[src/rtl/core/dapg_pkg.sv]
// shared types and constants of the dram aware power governor
package dapg_pkg;

  localparam int RegionW   = 6;
  localparam int CountW    = 8;
  localparam int PowerW    = 22;
  localparam int BudgetW   = 24;
  localparam int LimitW    = 23;
  localparam int TotalW    = 23;
  localparam int LTotalW   = 24;
  localparam int TargetW   = 24;
  localparam int GuardW    = 16;
  localparam int BandW     = GuardW + LTotalW;
  localparam int CmpW      = BandW + 1;
  localparam int CfgAddrW  = 2;
  localparam int CfgDataW  = 16;
  localparam int InDataW   = 88;
  localparam int OutDataW  = 56;
  localparam int MaxDomains = 2;

  localparam int NumDomainsDef = 2;
  localparam int NumRegionsDef = 64;

  localparam logic [LimitW-1:0]  LimitMax        = 23'h7FFFFF;
  localparam logic [CountW-1:0]  CountMax        = 8'hFF;
  localparam logic [CountW-1:0]  MinConvergedRst = 8'd5;
  localparam logic [CountW-1:0]  MinSamplesRst   = 8'd5;
  localparam logic [GuardW-1:0]  GuardBandRst    = 16'd1311;

  typedef enum logic [CfgAddrW-1:0] {
    CFG_MIN_CONVERGED = 2'd0,
    CFG_MIN_SAMPLES   = 2'd1,
    CFG_GUARD_BAND    = 2'd2
  } cfg_addr_e;

  typedef enum logic {
    REQ_SAMPLE = 1'b0,
    REQ_BUDGET = 1'b1
  } req_type_e;

  typedef struct packed {
    req_type_e                          req_type;
    logic [RegionW-1:0]                 region;
    logic [CountW-1:0]                  sample_count;
    logic [MaxDomains-1:0][PowerW-1:0]  power;
    logic                               power_valid;
    logic [BudgetW-1:0]                 node_budget;
  } item_t;

  typedef struct packed {
    logic                converged;
    logic [CountW-1:0]   quiet;
  } region_entry_t;

  typedef struct packed {
    logic                load;
    logic                trig;
    logic [LimitW-1:0]   split;
  } lane_ctrl_t;

endpackage

[src/rtl/core/dapg_ram.sv]
// generic single write port ram with registered read
module dapg_ram #(
  parameter int WIDTH = 9,
  parameter int DEPTH = 64
) (
  input  logic                     clk_i,
  input  logic                     we_i,
  input  logic [$clog2(DEPTH)-1:0] waddr_i,
  input  logic [WIDTH-1:0]         wdata_i,
  input  logic                     re_i,
  input  logic [$clog2(DEPTH)-1:0] raddr_i,
  output logic [WIDTH-1:0]         rdata_o
);

  logic [WIDTH-1:0] mem_q [DEPTH];
  logic [WIDTH-1:0] rdata_q;

  always_ff @(posedge clk_i) begin
    if (we_i) begin
      mem_q[waddr_i] <= wdata_i;
    end
    if (re_i) begin
      rdata_q <= mem_q[raddr_i];
    end
  end

  assign rdata_o = rdata_q;

endmodule

[src/rtl/core/dapg_lane.sv]
// one power domain lane: domain limit register and target subtraction
module dapg_lane
  import dapg_pkg::*;
(
  input  logic                       clk_i,
  input  logic                       rst_ni,
  input  lane_ctrl_t                 ctrl_i,
  input  logic [PowerW-1:0]          power_i,
  output logic [LimitW-1:0]          limit_o,
  output logic signed [TargetW-1:0]  target_o
);

  logic [LimitW-1:0]         limit_q, limit_d;
  logic signed [TargetW-1:0] diff;

  always_comb begin
    limit_d = ctrl_i.load ? ctrl_i.split : limit_q;
  end

  always_ff @(posedge clk_i or negedge rst_ni) begin
    if (!rst_ni) begin
      limit_q <= '0;
    end else begin
      limit_q <= limit_d;
    end
  end

  assign diff     = $signed({1'b0, limit_q}) - $signed({2'b00, power_i});
  assign target_o = ctrl_i.trig ? diff : '0;
  assign limit_o  = limit_q;

endmodule

[src/rtl/core/dram_aware_power_governor.sv]
// top level of the dram aware power governor
//
// usage: requests enter on the s_axis channel, tuser selects a power sample (0) or a
// node budget (1). each request gives exactly one result on the m_axis channel, in order.
// a budget that differs from the last one splits evenly over the domain lanes and clears
// all region state; an in-range sample with enough energy samples and valid power is
// checked against the dram reference and guard band and may emit new per-domain targets.
// flow: the taken request and its region table read are registered at the accepting edge,
// then evaluation writes the output register once the previous result has been taken.
// throughput: one request per cycle while results are taken, set by the read-modify-write of
// the region table with write forwarding.
// configuration: cfg writes are always ready and should be issued while the block is idle.
// reset: limits, budget, reference and all region flags and counters clear at once through
// per-region valid bits, no clearing pass; registers return to their reset values.
// stall: when m_axis_tready is low the result holds, one more request is taken into the
// evaluation stage, then s_axis_tready drops until the result is taken.
module dram_aware_power_governor
  import dapg_pkg::*;
#(
  parameter int NUM_DOMAINS = NumDomainsDef,
  parameter int NUM_REGIONS = NumRegionsDef
) (
  input  logic                 clk_i,
  input  logic                 rst_ni,
  input  logic                 s_axis_tvalid,
  output logic                 s_axis_tready,
  // region, sample_count, dram_power_0, dram_power_1, power_valid, node_budget, zero pad
  input  logic [InDataW-1:0]   s_axis_tdata,
  // req_type
  input  logic [0:0]           s_axis_tuser,
  output logic                 m_axis_tvalid,
  input  logic                 m_axis_tready,
  // target_0, target_1, target_updated, region_converged, budget_accepted, zero pad
  output logic [OutDataW-1:0]  m_axis_tdata,
  input  logic                 cfg_valid_i,
  output logic                 cfg_ready_o,
  input  logic [CfgAddrW-1:0]  cfg_addr_i,
  input  logic [CfgDataW-1:0]  cfg_data_i
);

  localparam int RegDepth = (NUM_REGIONS < (1 << RegionW)) ? NUM_REGIONS : (1 << RegionW);
  localparam int IdxW     = $clog2(RegDepth);
  localparam int EntryW   = $bits(region_entry_t);

  item_t                 s_item;
  item_t                 p_q;
  logic                  p_valid_q, p_valid_d;
  logic                  p_go, s_go;

  logic [CountW-1:0]     min_conv_q, min_samp_q;
  logic [GuardW-1:0]     guard_q;
  logic [BudgetW-1:0]    last_q;
  logic                  seen_q;
  logic [TotalW-1:0]     ref_q;
  logic                  ref_valid_q;
  logic [BandW-1:0]      band_q;
  logic [RegDepth-1:0]   vld_q;
  logic                  hit_q;
  region_entry_t         fwd_q;

  logic                  out_valid_q;
  logic [OutDataW-1:0]   out_q;

  logic [IdxW-1:0]       p_idx, s_idx;
  logic [EntryW-1:0]     ram_rdata;
  region_entry_t         ent, ent_new;
  logic                  ent_flag;
  logic [CountW-1:0]     ent_cnt, cnt_inc;
  logic                  in_range, bud_take, eval, trig, wr_en;
  logic [BudgetW-1:0]    quot;
  logic [LimitW-1:0]     split;
  logic [TotalW-1:0]     total;
  logic [LTotalW-1:0]    ltotal;
  logic [CmpW-1:0]       p16, r16, band_x;
  logic                  conv_out;
  lane_ctrl_t            lane_ctrl;
  logic [LimitW-1:0]         lane_limit  [MaxDomains];
  logic signed [TargetW-1:0] lane_target [MaxDomains];
  logic [PowerW-1:0]         lane_power  [MaxDomains];

  // request unpacking
  assign s_item.req_type     = req_type_e'(s_axis_tuser[0]);
  assign s_item.region       = s_axis_tdata[5:0];
  assign s_item.sample_count = s_axis_tdata[13:6];
  assign s_item.power[0]     = s_axis_tdata[35:14];
  assign s_item.power[1]     = s_axis_tdata[57:36];
  assign s_item.power_valid  = s_axis_tdata[58];
  assign s_item.node_budget  = s_axis_tdata[82:59];

  assign p_go          = p_valid_q && (!out_valid_q || m_axis_tready);
  assign s_axis_tready = !p_valid_q || p_go;
  assign s_go          = s_axis_tvalid && s_axis_tready;
  assign p_valid_d     = s_go ? 1'b1 : (p_go ? 1'b0 : p_valid_q);

  assign s_idx = s_item.region[IdxW-1:0];
  assign p_idx = p_q.region[IdxW-1:0];

  dapg_ram #(
    .WIDTH (EntryW),
    .DEPTH (RegDepth)
  ) u_region_ram (
    .clk_i   (clk_i),
    .we_i    (wr_en),
    .waddr_i (p_idx),
    .wdata_i (ent_new),
    .re_i    (s_go),
    .raddr_i (s_idx),
    .rdata_o (ram_rdata)
  );

  // domain lanes
  for (genvar d = 0; d < MaxDomains; d++) begin : g_lane
    if (d < NUM_DOMAINS) begin : g_used
      assign lane_power[d] = p_q.power[d];
      dapg_lane u_lane (
        .clk_i    (clk_i),
        .rst_ni   (rst_ni),
        .ctrl_i   (lane_ctrl),
        .power_i  (lane_power[d]),
        .limit_o  (lane_limit[d]),
        .target_o (lane_target[d])
      );
    end else begin : g_unused
      assign lane_power[d]  = '0;
      assign lane_limit[d]  = '0;
      assign lane_target[d] = '0;
    end
  end

  // merge of lane totals
  always_comb begin
    total  = '0;
    ltotal = '0;
    for (int d = 0; d < MaxDomains; d++) begin
      total  = total + TotalW'(lane_power[d]);
      ltotal = ltotal + LTotalW'(lane_limit[d]);
    end
  end

  always_comb begin
    quot     = BudgetW'(32'(p_q.node_budget) / NUM_DOMAINS);
    split    = (quot > BudgetW'(LimitMax)) ? LimitMax : quot[LimitW-1:0];
    in_range = 32'(p_q.region) < NUM_REGIONS;
    bud_take = (p_q.req_type == REQ_BUDGET) && (!seen_q || (p_q.node_budget != last_q));
    eval     = (p_q.req_type == REQ_SAMPLE) && in_range && p_q.power_valid &&
               (p_q.sample_count >= min_samp_q);

    p16    = CmpW'({total, 16'h0000});
    r16    = CmpW'({ref_q, 16'h0000});
    band_x = CmpW'(band_q);
    trig   = !ref_valid_q || ((p16 + band_x) < r16) || (p16 > (r16 + band_x));

    ent      = hit_q ? fwd_q : region_entry_t'(ram_rdata);
    ent_flag = vld_q[p_idx] && ent.converged;
    ent_cnt  = vld_q[p_idx] ? ent.quiet : '0;
    cnt_inc  = (ent_cnt == CountMax) ? ent_cnt : ent_cnt + 8'd1;

    ent_new.converged = ent_flag;
    ent_new.quiet     = ent_cnt;
    if (!ent_flag) begin
      if (trig) begin
        ent_new.quiet = '0;
      end else if (cnt_inc >= min_conv_q) begin
        ent_new.converged = 1'b1;
        ent_new.quiet     = '0;
      end else begin
        ent_new.quiet = cnt_inc;
      end
    end

    wr_en = p_go && eval;

    lane_ctrl.load  = p_go && bud_take;
    lane_ctrl.trig  = eval && trig;
    lane_ctrl.split = split;

    if (!in_range || bud_take) begin
      conv_out = 1'b0;
    end else if (eval) begin
      conv_out = ent_new.converged;
    end else begin
      conv_out = ent_flag;
    end
  end

  always_ff @(posedge clk_i or negedge rst_ni) begin
    if (!rst_ni) begin
      p_valid_q   <= 1'b0;
      out_valid_q <= 1'b0;
      min_conv_q  <= MinConvergedRst;
      min_samp_q  <= MinSamplesRst;
      guard_q     <= GuardBandRst;
      last_q      <= '0;
      seen_q      <= 1'b0;
      ref_q       <= '0;
      ref_valid_q <= 1'b0;
      band_q      <= '0;
      vld_q       <= '0;
      hit_q       <= 1'b0;
    end else begin
      p_valid_q <= p_valid_d;
      band_q    <= BandW'(guard_q) * BandW'(ltotal);
      // forwarding choice stays with the request while it waits in the evaluation stage
      if (s_go) begin
        hit_q <= wr_en && (s_idx == p_idx);
      end

      if (cfg_valid_i) begin
        unique case (cfg_addr_i)
          CFG_MIN_CONVERGED: min_conv_q <= cfg_data_i[CountW-1:0];
          CFG_MIN_SAMPLES:   min_samp_q <= cfg_data_i[CountW-1:0];
          CFG_GUARD_BAND:    guard_q    <= cfg_data_i;
          default: ;
        endcase
      end

      if (p_go) begin
        out_valid_q <= 1'b1;
      end else if (m_axis_tready) begin
        out_valid_q <= 1'b0;
      end

      if (p_go && bud_take) begin
        last_q      <= p_q.node_budget;
        seen_q      <= 1'b1;
        ref_q       <= '0;
        ref_valid_q <= 1'b0;
        vld_q       <= '0;
      end else if (wr_en) begin
        vld_q[p_idx] <= 1'b1;
        if (trig) begin
          ref_q       <= total;
          ref_valid_q <= 1'b1;
        end
      end
    end
  end

  always_ff @(posedge clk_i) begin
    if (s_go) begin
      p_q <= s_item;
    end
    if (wr_en) begin
      fwd_q <= ent_new;
    end
    if (p_go) begin
      out_q <= {5'b00000, bud_take, conv_out, eval && trig,
                lane_target[1], lane_target[0]};
    end
  end

  assign cfg_ready_o   = 1'b1;
  assign m_axis_tvalid = out_valid_q;
  assign m_axis_tdata  = out_q;

endmodule

[config.mk]
export PLATFORM = sky130hd
export DESIGN_NAME = dram_aware_power_governor
export DESIGN_NICKNAME = d
export VERILOG_FILES = /design/src/rtl/core/dapg_pkg.sv /design/src/rtl/core/dapg_ram.sv /design/src/rtl/core/dapg_lane.sv /design/src/rtl/core/dram_aware_power_governor.sv
export SDC_FILE = /design/constraint.sdc
export NUM_CORES = 2
export LEC_CHECK = 0
export ABC_CLOCK_PERIOD_IN_PS = 9600
export BUFFER_PORTS_ARGS = -buffer_cell sky130_fd_sc_hd__buf_2
export CORE_MARGIN = 4
export CORE_UTILIZATION = 42
export DETAILED_ROUTE_END_ITERATION = 8
export PLACE_DENSITY = 0.63
export REMOVE_ABC_BUFFERS = 1
export SETUP_SLACK_MARGIN = 0.2
export SLEW_MARGIN = 20
export SYNTH_ARGS = -nofsm -noshare
export SYNTH_HDL_FRONTEND = slang
export SYNTH_HIERARCHICAL = 1
export SYNTH_SLANG_ARGS = --single-unit
[constraint.sdc]
create_clock -name clk_i -period 9.6 [get_ports clk_i]
set_clock_uncertainty 0.2 [all_clocks]
set_input_delay 0.96 -clock clk_i [delete_from_list [all_inputs] [get_ports clk_i]]
set_output_delay 0.96 -clock clk_i [all_outputs]
set_load 0.05 [all_outputs]
==> results.yml <==
global_route:
  grt_pass1_wl_mm: 223
  grt.busiest_layer: "met2"
  grt_use_met3: 0.0320
  track_usage: 0.203
  use_met1: 0.280
  met2_usage: 0.335
  grt_pass1_vias: 37200
  antenna_found_initial: 6
  grt_max_degree: 130
  overflow: 0
detailed_routing:
  drt_iter0_drc: 3062
  wl_mm: 145
  route.detailed.drc: 0
  via_count: 36700
  drtAntennaViolNets: 0
  drt-wirelength-per-cell_um: 22.0
  dr.pass1.iters: 8
  vias_per_cell: 5.56
yosys:
  synth-async-reset-ratio: 0.243
  synth-seq-cells: 963
  synth_flop_cell: "edfxtp_1"
  netlist_instances: 4611
  yosys_warnings: 6
  synth.distinct_cells: 111
  seq_area_frac_synth: 0.481
  avgSynthCellArea_um2: 12.5
  syn-cell-area_um2: 57700
  synth_edf_count: 729
final_layout:
  layout-drive-gt1-share: 0.148
  regArea_um2: 27800
  area_growth_pct: 10.7
  final_cell_mix: "edfxtp_1, inv_1, nand2_1"
  multiInputGateArea_um2: 27300
  final_common_cell: "edfxtp_1"
  nNetsFinal: 5475
  fillCellCount: 12100
sta:
  setup_viol: 0
  hold_viol: 0
  setup_tns_ns: 0
  min_period_ns: 8.97
  tightest_slew_ns: 1.20
  fin_crit_sh: 0.934
  maxSlewViolCount: 0
  rsz0062_at_grt: "false"
  fmax_ghz: 0.111
  slew_headroom: 0.193
clock_tree:
  root_buffer: "clkbuf_16"
  cts_tree: "yes"
  clock_path_buffers: 3
  cts.clk_slew.worst_paths_ns: 0.06
  cts_htree_levels: 3
  numCtsBuffers: 99
  cts.sinks: 963
  clock_latency_ns: 0.75
place:
  numPortBuffers: 159
  routabilityCongestion: 0.865
  dp_hpwl_mm: 103
worst_setup_path:
  crit_arrival_ns: 9.40
  crit_slowest_cell: "fa_1"
  cp.required_ns: 10.03
  cp-end-kind: "flop"
  startpoint_type: "flop"
  max_stage_delay_ns: 0.55
  cp_max_fo: 16
  path_common_cell: "fa_1"
  worstSetupPathType: "reg2reg"
floorplanning:
  fp.dieH_um: 379
  fp.dieW_um: 379
  die_area_um2: 143000
  initial_core_util: 0.425
  ios: 171
  design.core.area_um2: 136000
  rows: 135
job:
  drv_cap: 0
worst_hold_path:
  hold_path.class: "in2async"
run_status:
  run_status: "completed"
## per-layer routing
layer | part of all wire | wire [µm]
met5 | 0.00025 | 37
met4 | 0.026 | 3740
met3 | 0.064 | 9250
met2 | 0.48 | 69600
met1 | 0.43 | 62700
## timing repair
action                                  CTS  global route
hold buffers                              0             0
setup buffers                             0             0
endpoints found under the setup margin    5            10
pin swaps                                 0             0
resized for setup                         1             8
## Yosys cell counts, types with 9 or more instances
cell	n	share of area
a2111oi_0	10	0.0015
a211oi_1	22	0.0029
a21boi_0	9	0.0012
a21o_1	67	0.0087
a21oi_1	170	0.015
a22oi_1	19	0.0025
a31oi_1	75	0.0081
and2_1	187	0.020
and3_1	24	0.0026
and3b_1	11	0.0017
buf_1	10	0.00065
buf_2	23	0.0020
buf_4	19	0.0025
clkbuf_1	144	0.0094
dfrtp_1	223	0.097
dfstp_2	11	0.0050
edfxtp_1	729	0.38
fa_1	312	0.11
ha_1	309	0.067
inv_1	478	0.031
mux2_2	80	0.016
mux2_4	18	0.0047
mux2i_1	58	0.010
mux4_2	146	0.057
nand2_1	394	0.026
nand2b_1	55	0.0060
nand3_1	66	0.0057
nand3b_1	22	0.0029
nand4_1	31	0.0034
nor2_1	256	0.017
nor2b_1	45	0.0049
nor3_1	42	0.0036
nor4_1	11	0.0012
o211ai_1	19	0.0025
o21a_1	17	0.0022
o21ai_0	98	0.0085
o21ai_1	12	0.0010
o21bai_1	19	0.0025
o22ai_1	15	0.0016
o31ai_1	12	0.0016
xnor2_1	106	0.016
xor2_1	60	0.0091
## critical path, delay by kind of cell, from the launching register on
| family | cells | cell delay [ns] |
|---|---|---|
| AO/OA/AOI/OAI | 13 | 2.74 |
| AND/OR/NAND/NOR | 4 | 0.82 |
| buffers and inverters | 6 | 0.81 |
| XOR/XNOR | 1 | 0.15 |
| adder cells (fa/ha/maj) | 8 | 3.77 |
| flip-flops | 1 | 0.41 |
## stage by stage
stage	utilization	hold slack (ns)	worst slack, ns	instance area [µm²]	cells
finish	0.470	0.0880	0.630	63900	6609
detailed placement	0.445	0.255	0.107	60500	6421
CTS	0.470	0.137	0.314	63800	6605
floorplan	-	0.234	0.309	56800	4408
global placement	0.445	0.250	0.180	60500	6421
global route	0.470	0.149	0.202	63900	6606
## registers in the layout, indices dropped and copies added (netlist names), 6 cells and up
signal / count
p_q: 34
m_axis_tdata: 51
u_region_ram/rdata_o: 9
min_samp_q: 8
min_conv_q: 8
g_lane.g_used.u_lane/limit_o: 46
last_q: 24
lane_power: 44
fwd_q: 9
p_idx: 6
guard_q: 16
u_region_ram/mem_q: 576
band_q: 40
vld_q: 64
ref_q: 23
## layout make-up
cell class | count | area share
multi-input combinational | 2965 | 0.428
tap | 1781 | 0.0349
sequential | 963 | 0.434
inverter | 480 | 0.0283
timing repair buffer | 233 | 0.0222
clock buffer | 122 | 0.0409
antenna | 3 | 0.000117
clock inverter | 62 | 0.0114
## worst paths after layout
path                                                                 from                     end  slack (ns)  cells past startpoint
setup / recovery           g_lane[1].g_used.u_lane/limit_o[2]$_DFFE_PN0P_    band_q[38]$_DFF_PN0_        0.63                     32
hold / removal                                                     rst_ni  last_q[14]$_DFFE_PN0P_        0.09                      1
setup reg to reg           g_lane[1].g_used.u_lane/limit_o[2]$_DFFE_PN0P_    band_q[38]$_DFF_PN0_        0.63                     32
hold reg to reg                                        seen_q$_DFFE_PN0P_      seen_q$_DFFE_PN0P_        0.27                      1
max in group asynchronous                                          rst_ni    band_q[10]$_DFF_PN0_        7.49                      2
min in group clk_i                                        s_axis_tdata[9]       p_q[72]$_DFFE_PP_        0.18                      1
## kinds of logic (layout without fill, tap and decap cells)
| group | count (synthesis) | after routing | synth area share |
|---|---|---|---|
| and+or+nand+nor | 1189 | 1189 | 0.101 |
| DFF | 963 | 963 | 0.481 |
| buffers and inverters | 687 | 897 | 0.0480 |
| AOI/OAI and AO/OA | 672 | 672 | 0.0788 |
| adders and majority gates | 621 | 621 | 0.175 |
| muxes | 311 | 311 | 0.0911 |
| xor gates and xnor gates | 166 | 166 | 0.0252 |
| other | 2 | 9 | 0.000130 |
Power is not shown: default switching activity piles up to over one toggle a cycle in this logic, so the estimate is an artifact.
